File: config.mk
export PLATFORM = sky130hd
export DESIGN_NAME = utc_to_local_time_bcd_core_flat
export DESIGN_NICKNAME = d
export VERILOG_FILES = /design/src/hw/rtl/utlt_pkg.sv /design/src/hw/rtl/utlt_if.sv /design/src/hw/rtl/utc_to_local_time_bcd_core.sv /design/src/hw/rtl/utlt_conv.sv /design/src/flat_wrapper.sv
export SDC_FILE = /design/constraint.sdc
export NUM_CORES = 1
export LEC_CHECK = 0
export BUFFER_PORTS_ARGS = -buffer_cell sky130_fd_sc_hd__buf_2
export CORE_ASPECT_RATIO = 1.75
export CORE_MARGIN = 8
export CORE_UTILIZATION = 55
export DETAILED_ROUTE_END_ITERATION = 6
export GPL_TIMING_DRIVEN = 0
export HOLD_SLACK_MARGIN = 0.03
export PLACE_DENSITY = 0.84
export SYNTH_ARGS = -nofsm -noshare
export SYNTH_HDL_FRONTEND = slang
export SYNTH_SLANG_ARGS = --single-unit
File: constraint.sdc
create_clock -name clk -period 10.3 [get_ports clk]
set_clock_uncertainty 0.1 [all_clocks]
set_input_delay 2.06 -clock clk [delete_from_list [all_inputs] [get_ports clk]]
set_output_delay 2.06 -clock clk [all_outputs]
set_load 0.05 [all_outputs]
File: src/hw/rtl/utlt_pkg.sv
// ----------------------------------------------------------------------------
// UTC to local time converter: package
// Item types, register map constants and the calendar helper functions.
// ----------------------------------------------------------------------------
package utlt_pkg;

  // Configuration port: one register, index taken from paddr[2].
  localparam int unsigned CFG_ADDR_W       = 3;
  localparam int unsigned CFG_DATA_W       = 32;
  localparam logic        CFG_IDX_EARLIEST = 1'b0;
  localparam logic [6:0]  EARLIEST_YEAR_RST = 7'd17;

  localparam logic [4:0] MONTH_DAYS [12] = '{
    5'd31, 5'd28, 5'd31, 5'd30, 5'd31, 5'd30,
    5'd31, 5'd31, 5'd30, 5'd31, 5'd30, 5'd31
  };

  typedef struct packed {
    logic [6:0] year;
    logic [3:0] month;
    logic [4:0] day;
    logic [4:0] hour;
    logic [5:0] minute;
    logic [5:0] second;
    logic       zone_minus;
    logic [6:0] zone_quarters;
  } utlt_in_t;

  typedef struct packed {
    logic [7:0] bcd_year;
    logic [7:0] bcd_month;
    logic [7:0] bcd_day;
    logic [7:0] bcd_hour;
    logic [7:0] bcd_minute;
    logic [7:0] bcd_second;
    logic       time_valid;
  } utlt_out_t;

  // Month length; a month outside 1..12 counts as 31 days.
  function automatic logic [4:0] month_len(input logic [3:0] m, input logic leap);
    logic [4:0] len;
    if (m < 4'd1 || m > 4'd12) begin
      len = 5'd31;
    end else if (m == 4'd2 && leap) begin
      len = 5'd29;
    end else begin
      len = MONTH_DAYS[m - 4'd1];
    end
    return len;
  endfunction

  // Two BCD digits of a value below 100.
  function automatic logic [7:0] to_bcd(input logic [6:0] v);
    logic [3:0] tens;
    logic [6:0] ones;
    tens = 4'd0;
    for (int k = 1; k < 10; k++) begin
      if (v >= 7'(k * 10)) begin
        tens = tens + 4'd1;
      end
    end
    ones = v - 7'({3'b000, tens} * 7'd10);
    return {tens, ones[3:0]};
  endfunction

endpackage

File: src/hw/rtl/utlt_if.sv
// ----------------------------------------------------------------------------
// UTC to local time converter: stream interfaces
// Valid/ready channels for the UTC input items and the local BCD results.
// ----------------------------------------------------------------------------
interface utlt_in_if;
  logic               valid;
  logic               ready;
  utlt_pkg::utlt_in_t data;

  modport source (output valid, output data, input ready);
  modport sink   (input valid, input data, output ready);
endinterface

interface utlt_out_if;
  logic                valid;
  logic                ready;
  utlt_pkg::utlt_out_t data;

  modport source (output valid, output data, input ready);
  modport sink   (input valid, input data, output ready);
endinterface

File: src/hw/rtl/utc_to_local_time_bcd_core.sv
// ----------------------------------------------------------------------------
// UTC to local time converter: top level
// Converts a binary UTC timestamp and zone offset into local time in BCD.
// ----------------------------------------------------------------------------
// Usage:
// Items arrive on in_ch (valid/ready) and carry a UTC date, time, zone sign and
// zone offset in quarter hours. Each item yields exactly one result on out_ch
// with the local date and time as BCD digits plus a validity flag.
// The path is an input register, the conversion logic and an output register:
// an accepted item waits in the input register and its result moves to the
// output register once that is free or drains. One item is accepted every
// cycle as long as results are taken.
// When out_ch is stalled the result is held stable; the input register still
// takes one more item, after which in_ch.ready drops until the result leaves.
// The APB port holds earliest_year at address 0; it is written in the access
// phase and read back on prdata with no wait states.
// A synchronous low rst_n empties both registers and sets earliest_year to 17.
// ----------------------------------------------------------------------------
module utc_to_local_time_bcd_core (
  input  logic                                 clk,
  input  logic                                 rst_n,
  utlt_in_if.sink                              in_ch,
  utlt_out_if.source                           out_ch,
  input  logic                                 psel,
  input  logic                                 penable,
  input  logic                                 pwrite,
  input  logic [utlt_pkg::CFG_ADDR_W-1:0]      paddr,
  input  logic [utlt_pkg::CFG_DATA_W-1:0]      pwdata,
  output logic [utlt_pkg::CFG_DATA_W-1:0]      prdata,
  output logic                                 pready
);

  logic [6:0]          earliest_year_r;
  logic                s1_valid_r;
  utlt_pkg::utlt_in_t  s1_data_r;
  logic                out_valid_r;
  utlt_pkg::utlt_out_t out_data_r;
  utlt_pkg::utlt_out_t conv_res;
  logic                s1_adv;
  logic                in_take;
  logic                cfg_wr;
  logic                cfg_sel_earliest;

  assign cfg_sel_earliest = (paddr[2] == utlt_pkg::CFG_IDX_EARLIEST);
  assign cfg_wr           = psel && penable && pwrite;
  assign pready           = 1'b1;
  assign prdata           = cfg_sel_earliest ?
                            {{(utlt_pkg::CFG_DATA_W-7){1'b0}}, earliest_year_r} : '0;

  always_ff @(posedge clk) begin
    if (!rst_n) begin
      earliest_year_r <= utlt_pkg::EARLIEST_YEAR_RST;
    end else if (cfg_wr && cfg_sel_earliest) begin
      earliest_year_r <= pwdata[6:0];
    end
  end

  // The input register advances whenever the output register is free or drains.
  assign s1_adv       = s1_valid_r && (!out_valid_r || out_ch.ready);
  assign in_ch.ready  = !s1_valid_r || s1_adv;
  assign in_take      = in_ch.valid && in_ch.ready;

  always_ff @(posedge clk) begin
    if (!rst_n) begin
      s1_valid_r  <= 1'b0;
      out_valid_r <= 1'b0;
    end else begin
      if (in_ch.ready) begin
        s1_valid_r <= in_ch.valid;
      end
      if (!out_valid_r || out_ch.ready) begin
        out_valid_r <= s1_valid_r;
      end
    end
  end

  always_ff @(posedge clk) begin
    if (in_take) begin
      s1_data_r <= in_ch.data;
    end
    if (s1_adv) begin
      out_data_r <= conv_res;
    end
  end

  utlt_conv u_conv (
    .item          (s1_data_r),
    .earliest_year (earliest_year_r),
    .res           (conv_res)
  );

  assign out_ch.valid = out_valid_r;
  assign out_ch.data  = out_data_r;

endmodule

File: src/hw/rtl/utlt_conv.sv
// ----------------------------------------------------------------------------
// UTC to local time converter: conversion logic
// Applies the whole-hour zone offset with a single day, month and year carry
// or borrow, then range checks and encodes every field as two BCD digits.
// ----------------------------------------------------------------------------
module utlt_conv (
  input  utlt_pkg::utlt_in_t  item,
  input  logic [6:0]          earliest_year,
  output utlt_pkg::utlt_out_t res
);

  logic       leap;
  logic [4:0] offs;
  logic [4:0] len_cur;
  logic [4:0] len_prev;
  logic [5:0] hr_sum;
  logic [5:0] hr_wrap;
  logic [5:0] day_inc;
  logic [4:0] mon_inc;
  logic [7:0] yr_raw;
  logic [5:0] hr_f;
  logic [5:0] dy_f;
  logic [3:0] mo_f;
  logic [6:0] yr_f;

  // 2000 + year is a leap year for every fourth year except 2100.
  assign leap     = (item.year[1:0] == 2'b00) && (item.year != 7'd100);
  assign offs     = item.zone_quarters[6:2];
  assign len_cur  = utlt_pkg::month_len(item.month, leap);
  assign len_prev = utlt_pkg::month_len(item.month - 4'd1, leap);
  assign hr_sum   = {1'b0, item.hour} + {1'b0, offs};
  // Only used when hour < offset, so the value lies in 17..47.
  assign hr_wrap  = {1'b0, item.hour} + 6'd48 - {1'b0, offs};
  assign day_inc  = {1'b0, item.day} + 6'd1;
  assign mon_inc  = {1'b0, item.month} + 5'd1;

  always_comb begin
    hr_f   = {1'b0, item.hour};
    dy_f   = {1'b0, item.day};
    mo_f   = item.month;
    yr_raw = {1'b0, item.year};
    if (!item.zone_minus) begin
      if (hr_sum >= 6'd48) begin
        hr_f = hr_sum - 6'd48;
      end else if (hr_sum >= 6'd24) begin
        hr_f = hr_sum - 6'd24;
      end else begin
        hr_f = hr_sum;
      end
      if (hr_sum >= 6'd24) begin
        dy_f = day_inc;
        if (day_inc > {1'b0, len_cur}) begin
          dy_f = day_inc - {1'b0, len_cur};
          if (mon_inc > 5'd12) begin
            mo_f   = 4'(mon_inc - 5'd12);
            yr_raw = {1'b0, item.year} + 8'd1;
          end else begin
            mo_f = mon_inc[3:0];
          end
        end
      end
    end else if (item.hour >= offs) begin
      hr_f = {1'b0, item.hour - offs};
    end else begin
      hr_f = (hr_wrap >= 6'd24) ? hr_wrap - 6'd24 : hr_wrap;
      if (item.day <= 5'd1) begin
        if (item.month <= 4'd1) begin
          // Borrow below January lands on December 31 of the year before.
          mo_f   = 4'd12;
          dy_f   = 6'd31;
          yr_raw = (item.year == 7'd0) ? 8'd99 : {1'b0, item.year} - 8'd1;
        end else begin
          mo_f = item.month - 4'd1;
          dy_f = {1'b0, len_prev};
        end
      end else begin
        dy_f = {1'b0, item.day} - 6'd1;
      end
    end
  end

  assign yr_f = (yr_raw >= 8'd100) ? 7'(yr_raw - 8'd100) : yr_raw[6:0];

  always_comb begin
    res.bcd_year   = utlt_pkg::to_bcd(yr_f);
    res.bcd_month  = utlt_pkg::to_bcd({3'b000, mo_f});
    res.bcd_day    = utlt_pkg::to_bcd({1'b0, dy_f});
    res.bcd_hour   = utlt_pkg::to_bcd({1'b0, hr_f});
    res.bcd_minute = utlt_pkg::to_bcd({1'b0, item.minute});
    res.bcd_second = utlt_pkg::to_bcd({1'b0, item.second});
    res.time_valid = (yr_f >= earliest_year) &&
                     (mo_f >= 4'd1) && (mo_f <= 4'd12) &&
                     (dy_f >= 6'd1) && (dy_f <= 6'd31) &&
                     (hr_f < 6'd24) && (item.minute < 6'd60) &&
                     (item.second < 6'd60);
  end

endmodule

File: src/flat_wrapper.sv
// flat-port wrapper written by rule: the top's interface ports become plain ports
module utc_to_local_time_bcd_core_flat 
  (clk, rst_n, psel, penable, pwrite, paddr, pwdata, prdata, pready, in_ch_valid, in_ch_data, in_ch_ready, out_ch_valid, out_ch_data, out_ch_ready);
  utlt_in_if in_ch_i ();
  utlt_out_if out_ch_i ();
  input  logic clk;
  input  logic rst_n;
  input  logic psel;
  input  logic penable;
  input  logic pwrite;
  input  logic [utlt_pkg::CFG_ADDR_W-1:0] paddr;
  input  logic [utlt_pkg::CFG_DATA_W-1:0] pwdata;
  output logic [utlt_pkg::CFG_DATA_W-1:0] prdata;
  output logic pready;
  input wire logic [$bits(in_ch_i.valid)-1:0] in_ch_valid;
  input wire logic [$bits(in_ch_i.data)-1:0] in_ch_data;
  output wire logic [$bits(in_ch_i.ready)-1:0] in_ch_ready;
  output wire logic [$bits(out_ch_i.valid)-1:0] out_ch_valid;
  output wire logic [$bits(out_ch_i.data)-1:0] out_ch_data;
  input wire logic [$bits(out_ch_i.ready)-1:0] out_ch_ready;
  assign in_ch_i.valid = in_ch_valid;
  assign in_ch_i.data = in_ch_data;
  assign in_ch_ready = in_ch_i.ready;
  assign out_ch_valid = out_ch_i.valid;
  assign out_ch_data = out_ch_i.data;
  assign out_ch_i.ready = out_ch_ready;
  utc_to_local_time_bcd_core u_core (.clk(clk), .rst_n(rst_n), .in_ch(in_ch_i), .out_ch(out_ch_i), .psel(psel), .penable(penable), .pwrite(pwrite), .paddr(paddr), .pwdata(pwdata), .prdata(prdata), .pready(pready));
endmodule
==> flow_metrics.py <==
metrics = {
    "outcome": {
        "outcome": "complete, no violations",
    },
    "drt": {
        "ant_nets": 0,
        "drc_errors": 0,
        "drt_iter0_drc": 388,
        "vias": 7568,
        "viasPerCell": 5.87,
        "drt_pass1_iterations": 5,
        "wl_um": 22700,
        "routedWlPerCell_um": 17.6,
    },
    "place": {
        "dp_slack_ns": 0.0193,
        "place_inst": 1266,
        "hpwl_um": 18000,
        "io_buffers": 108,
        "gp_congestion": 0.988,
    },
    "critical_path": {
        "end_kind": "flip-flop",
        "worstSetupPathType": "reg -> reg",
        "crit_path_start": "u_core.s1_data_r[31]",
        "worst-path-buf-inv": 7,
        "critPathMaxFanout": 10,
        "cpMostUsedCell": "ha_1",
        "crit-reg2reg-launch": "u_core.s1_data_r[31]",
        "rr_endpoint": "u_core.out_ch.data[44]",
        "slowest_delay_ns": 0.40,
        "crit_cells": 45,
        "crit_arrival_ns": 9.68,
        "start_kind": "flip-flop",
        "slowest_stage": "edfxtp_1",
        "crit_required_ns": 10.30,
        "r2r_cells": 45,
        "r2r_setup_slack_ns": 0.62,
        "crit_family": "adder cells",
    },
    "yosys": {
        "yosys_warnings": 0,
        "synth_cells": 942,
        "synth.avg_cell_area_sq_um": 9.07,
        "synth_top_area_share_pct": 29.9,
        "synth.cell_area_sq_um": 8550,
        "synth-seq-area-share_pct": 32.0,
        "synthFlopType": "edfxtp_1",
        "synthTopCellsByArea": "edfxtp_1 30%, ha_1 11%, xnor2_1 5.0%, nand2_1 4.1%, inv_1 3.6%",
        "async_flop_share_pct": 0,
        "ys_types": 91,
        "ys_ff_latch": 94,
        "synth_edf_count": 85,
        "post-synth-top-area-cell": "edfxtp_1",
    },
    "sta": {
        "setup_viol": 0,
        "max_freq_mhz": 103,
        "tns_ns": 0,
        "rsz0062_at_grt": "false",
        "hold_viol": 0,
        "tightest_slew_ns": 0.854,
        "slew_viol_final": 0,
        "whs_ns": 0.331,
        "min_period_over_period_pct": 94.0,
        "period_minus_slack_ns": 9.68,
        "setup_ws_ns": 0.620,
        "slew_headroom_pct": 42.9,
    },
    "final_layout": {
        "multi_input_area_sq_um": 5280,
        "final_cell_mix": "120 x buf_2, 93 x nand2_1, 85 x edfxtp_1, 83 x inv_1, 72 x ha_1",
        "stdcell_count": 1289,
        "drive_gt1_share_pct": 20.7,
        "syn2layout_area_growth_pct": 15.3,
        "finish.net_count": 1263,
        "nFillCells": 1262,
        "register_area_sq_um": 2730,
        "final_common_cell": "buf_2",
    },
    "floorplanning": {
        "die_h_um": 181,
        "core_sq_um": 15300,
        "die-area_sq_um": 19900,
        "start_util_pct": 55.8,
        "rows": 60,
        "io_pins": 167,
        "fp.dieW_um": 110,
    },
    "grt": {
        "grt_max_degree": 38,
        "grt_antenna_before_repair": 1,
        "grt_first_pass_wirelength_um": 35900,
        "globalRouteOverflowTotal": 0,
        "grt_pass1_vias": 7654,
        "grt_util_all_layers_pct": 22.7,
    },
    "power": {
        "p_int_mw": 1.01,
        "switchingPower_uw": 762,
        "power.share.clock_pct": 19.2,
        "p_leak_nw": 4.34,
        "swShare_pct": 42.9,
        "powerDensity_nw_per_um2": 180,
        "comb_power_share_pct": 51.8,
        "irDropWorstVdd_mv": 0.212,
        "seqPwrFrac_pct": 28.9,
    },
    "clock_tree": {
        "clockBufferDepth": 2,
        "htreeDepth": 3,
        "cts.sinks": 94,
        "insertion_delay_ns": 0.37,
        "cts_root_buffer": "clkbuf_16",
        "clkSlewWorstSetupHoldPaths_ns": 0.08,
        "numCtsBuffers": 9,
        "cts_tree": "yes",
        "holdBufCountCts": 0,
    },
    "worst_hold_path": {
        "min_path_type": "reg -> reg",
        "hold_start": "u_core.s1_data_r[8]",
        "whs_path_depth": 0,
        "holdPathEnd": "u_core.out_ch.data[1]",
    },
    "run": {
        "max_cap_violations": 0,
    },
}
==> power by group through the flow <==
| stage | clock network (mW) | logic, mW | registers, mW |
|---|---|---|---|
| 4_1_cts | 0.347 | 0.919 | 0.514 |
| 6_report | 0.342 | 0.920 | 0.514 |
| 3_3_place_gp | 0 | 0.871 | 0.523 |
| 5_1_grt | 0.355 | 1.02 | 0.518 |
| 3_5_place_dp | 0 | 0.907 | 0.523 |
| 2_1_floorplan | 0 | 0.604 | 0.635 |
==> sequential cells by signal, indices dropped and copies added (netlist names) <==
register and cells:
u_core.earliest_year_r 7, u_core.out_ch.data 46, u_core.out_ch.valid 1, u_core.s1_data_r 39, u_core.s1_valid_r 1
==> final cells by class <==
cell class | instances | share of cell area [%]
clock buffers | 9 | 2.29
repair buffers | 116 | 6.43
inverters | 86 | 3.28
flip-flops and latches | 94 | 27.7
clock inverters | 7 | 0.648
well taps | 186 | 2.36
diodes | 1 | 0.0254
multi-input cells | 733 | 53.6
plain buffers | 57 | 3.62
==> logic make-up after synthesis <==
kind of cell | share of synthesized area, %
AOI/OAI and AO/OA | 17.9
xor gates and xnor gates | 8.23
muxes | 3.10
other | 0.0879
buffers and inverters | 7.90
DFF | 32.0
adders and majority gates | 13.6
and+or+nand+nor | 17.3
==> cells in the mapped netlist, drive strengths merged, types with 11 or more instances <==
cell,n
a21o,16
a21oi,43
a31oi,14
and2,11
buf,44
clkbuf,13
edfxtp,85
fa,11
ha,72
inv,86
mux2,12
mux2i,13
nand2,93
nand3,20
nor2,63
nor2b,14
nor3,25
o21ai,56
xnor2,50
xor2,24
==> worst register-to-register path: cells and delay by family, from the launching register on <==
kind            cells  cell delay, ns
buf+inv             7            1.05
flops               1            0.40
simple gates        8            1.10
compound gates     12            2.51
fa+ha+maj          10            2.73
mux                 2            0.46
xor+xnor            6            1.08
==> metrics by stage <==
step	area (sq um)	util, %	power (mW)
floorplan	8650	-	1.24
global placement	9430	61.6	1.39
detailed placement	9480	61.9	1.43
CTS	9770	63.8	1.78
global route	9850	64.3	1.89
finish	9850	64.3	1.78
==> repair_timing <==
item                       CTS  global route
setup buffers                0             6
resized for setup            0            11
setup endpoints to repair    0             4
==> worst max-delay path by stage <==
stage / end / slack [ns]
2_1_floorplan: u_core.out_ch.data[44] / 1.46
3_3_place_gp: u_core.out_ch.data[44] / 0.18
3_5_place_dp: u_core.out_ch.data[44] / 0.02
4_1_cts: u_core.out_ch.data[44] / 0.002
5_1_grt: u_core.out_ch.data[44] / 0.007
6_report: u_core.out_ch.data[44] / 0.62
==> layer usage <==
layer | track usage [%] | vias up | share of wire, % | routed length (um)
met2 | 42.3 | 298 | 55 | 12400
met4 | 15.6 | 0 | 6.2 | 1400
met3 | 4.45 | 93 | 5.3 | 1200
met5 | 0 | - | 0 | 0
met1 | 20.6 | 3548 | 34 | 7670
li1 | - | 3629 | - | -
Power figures use the tool's default switching activity.
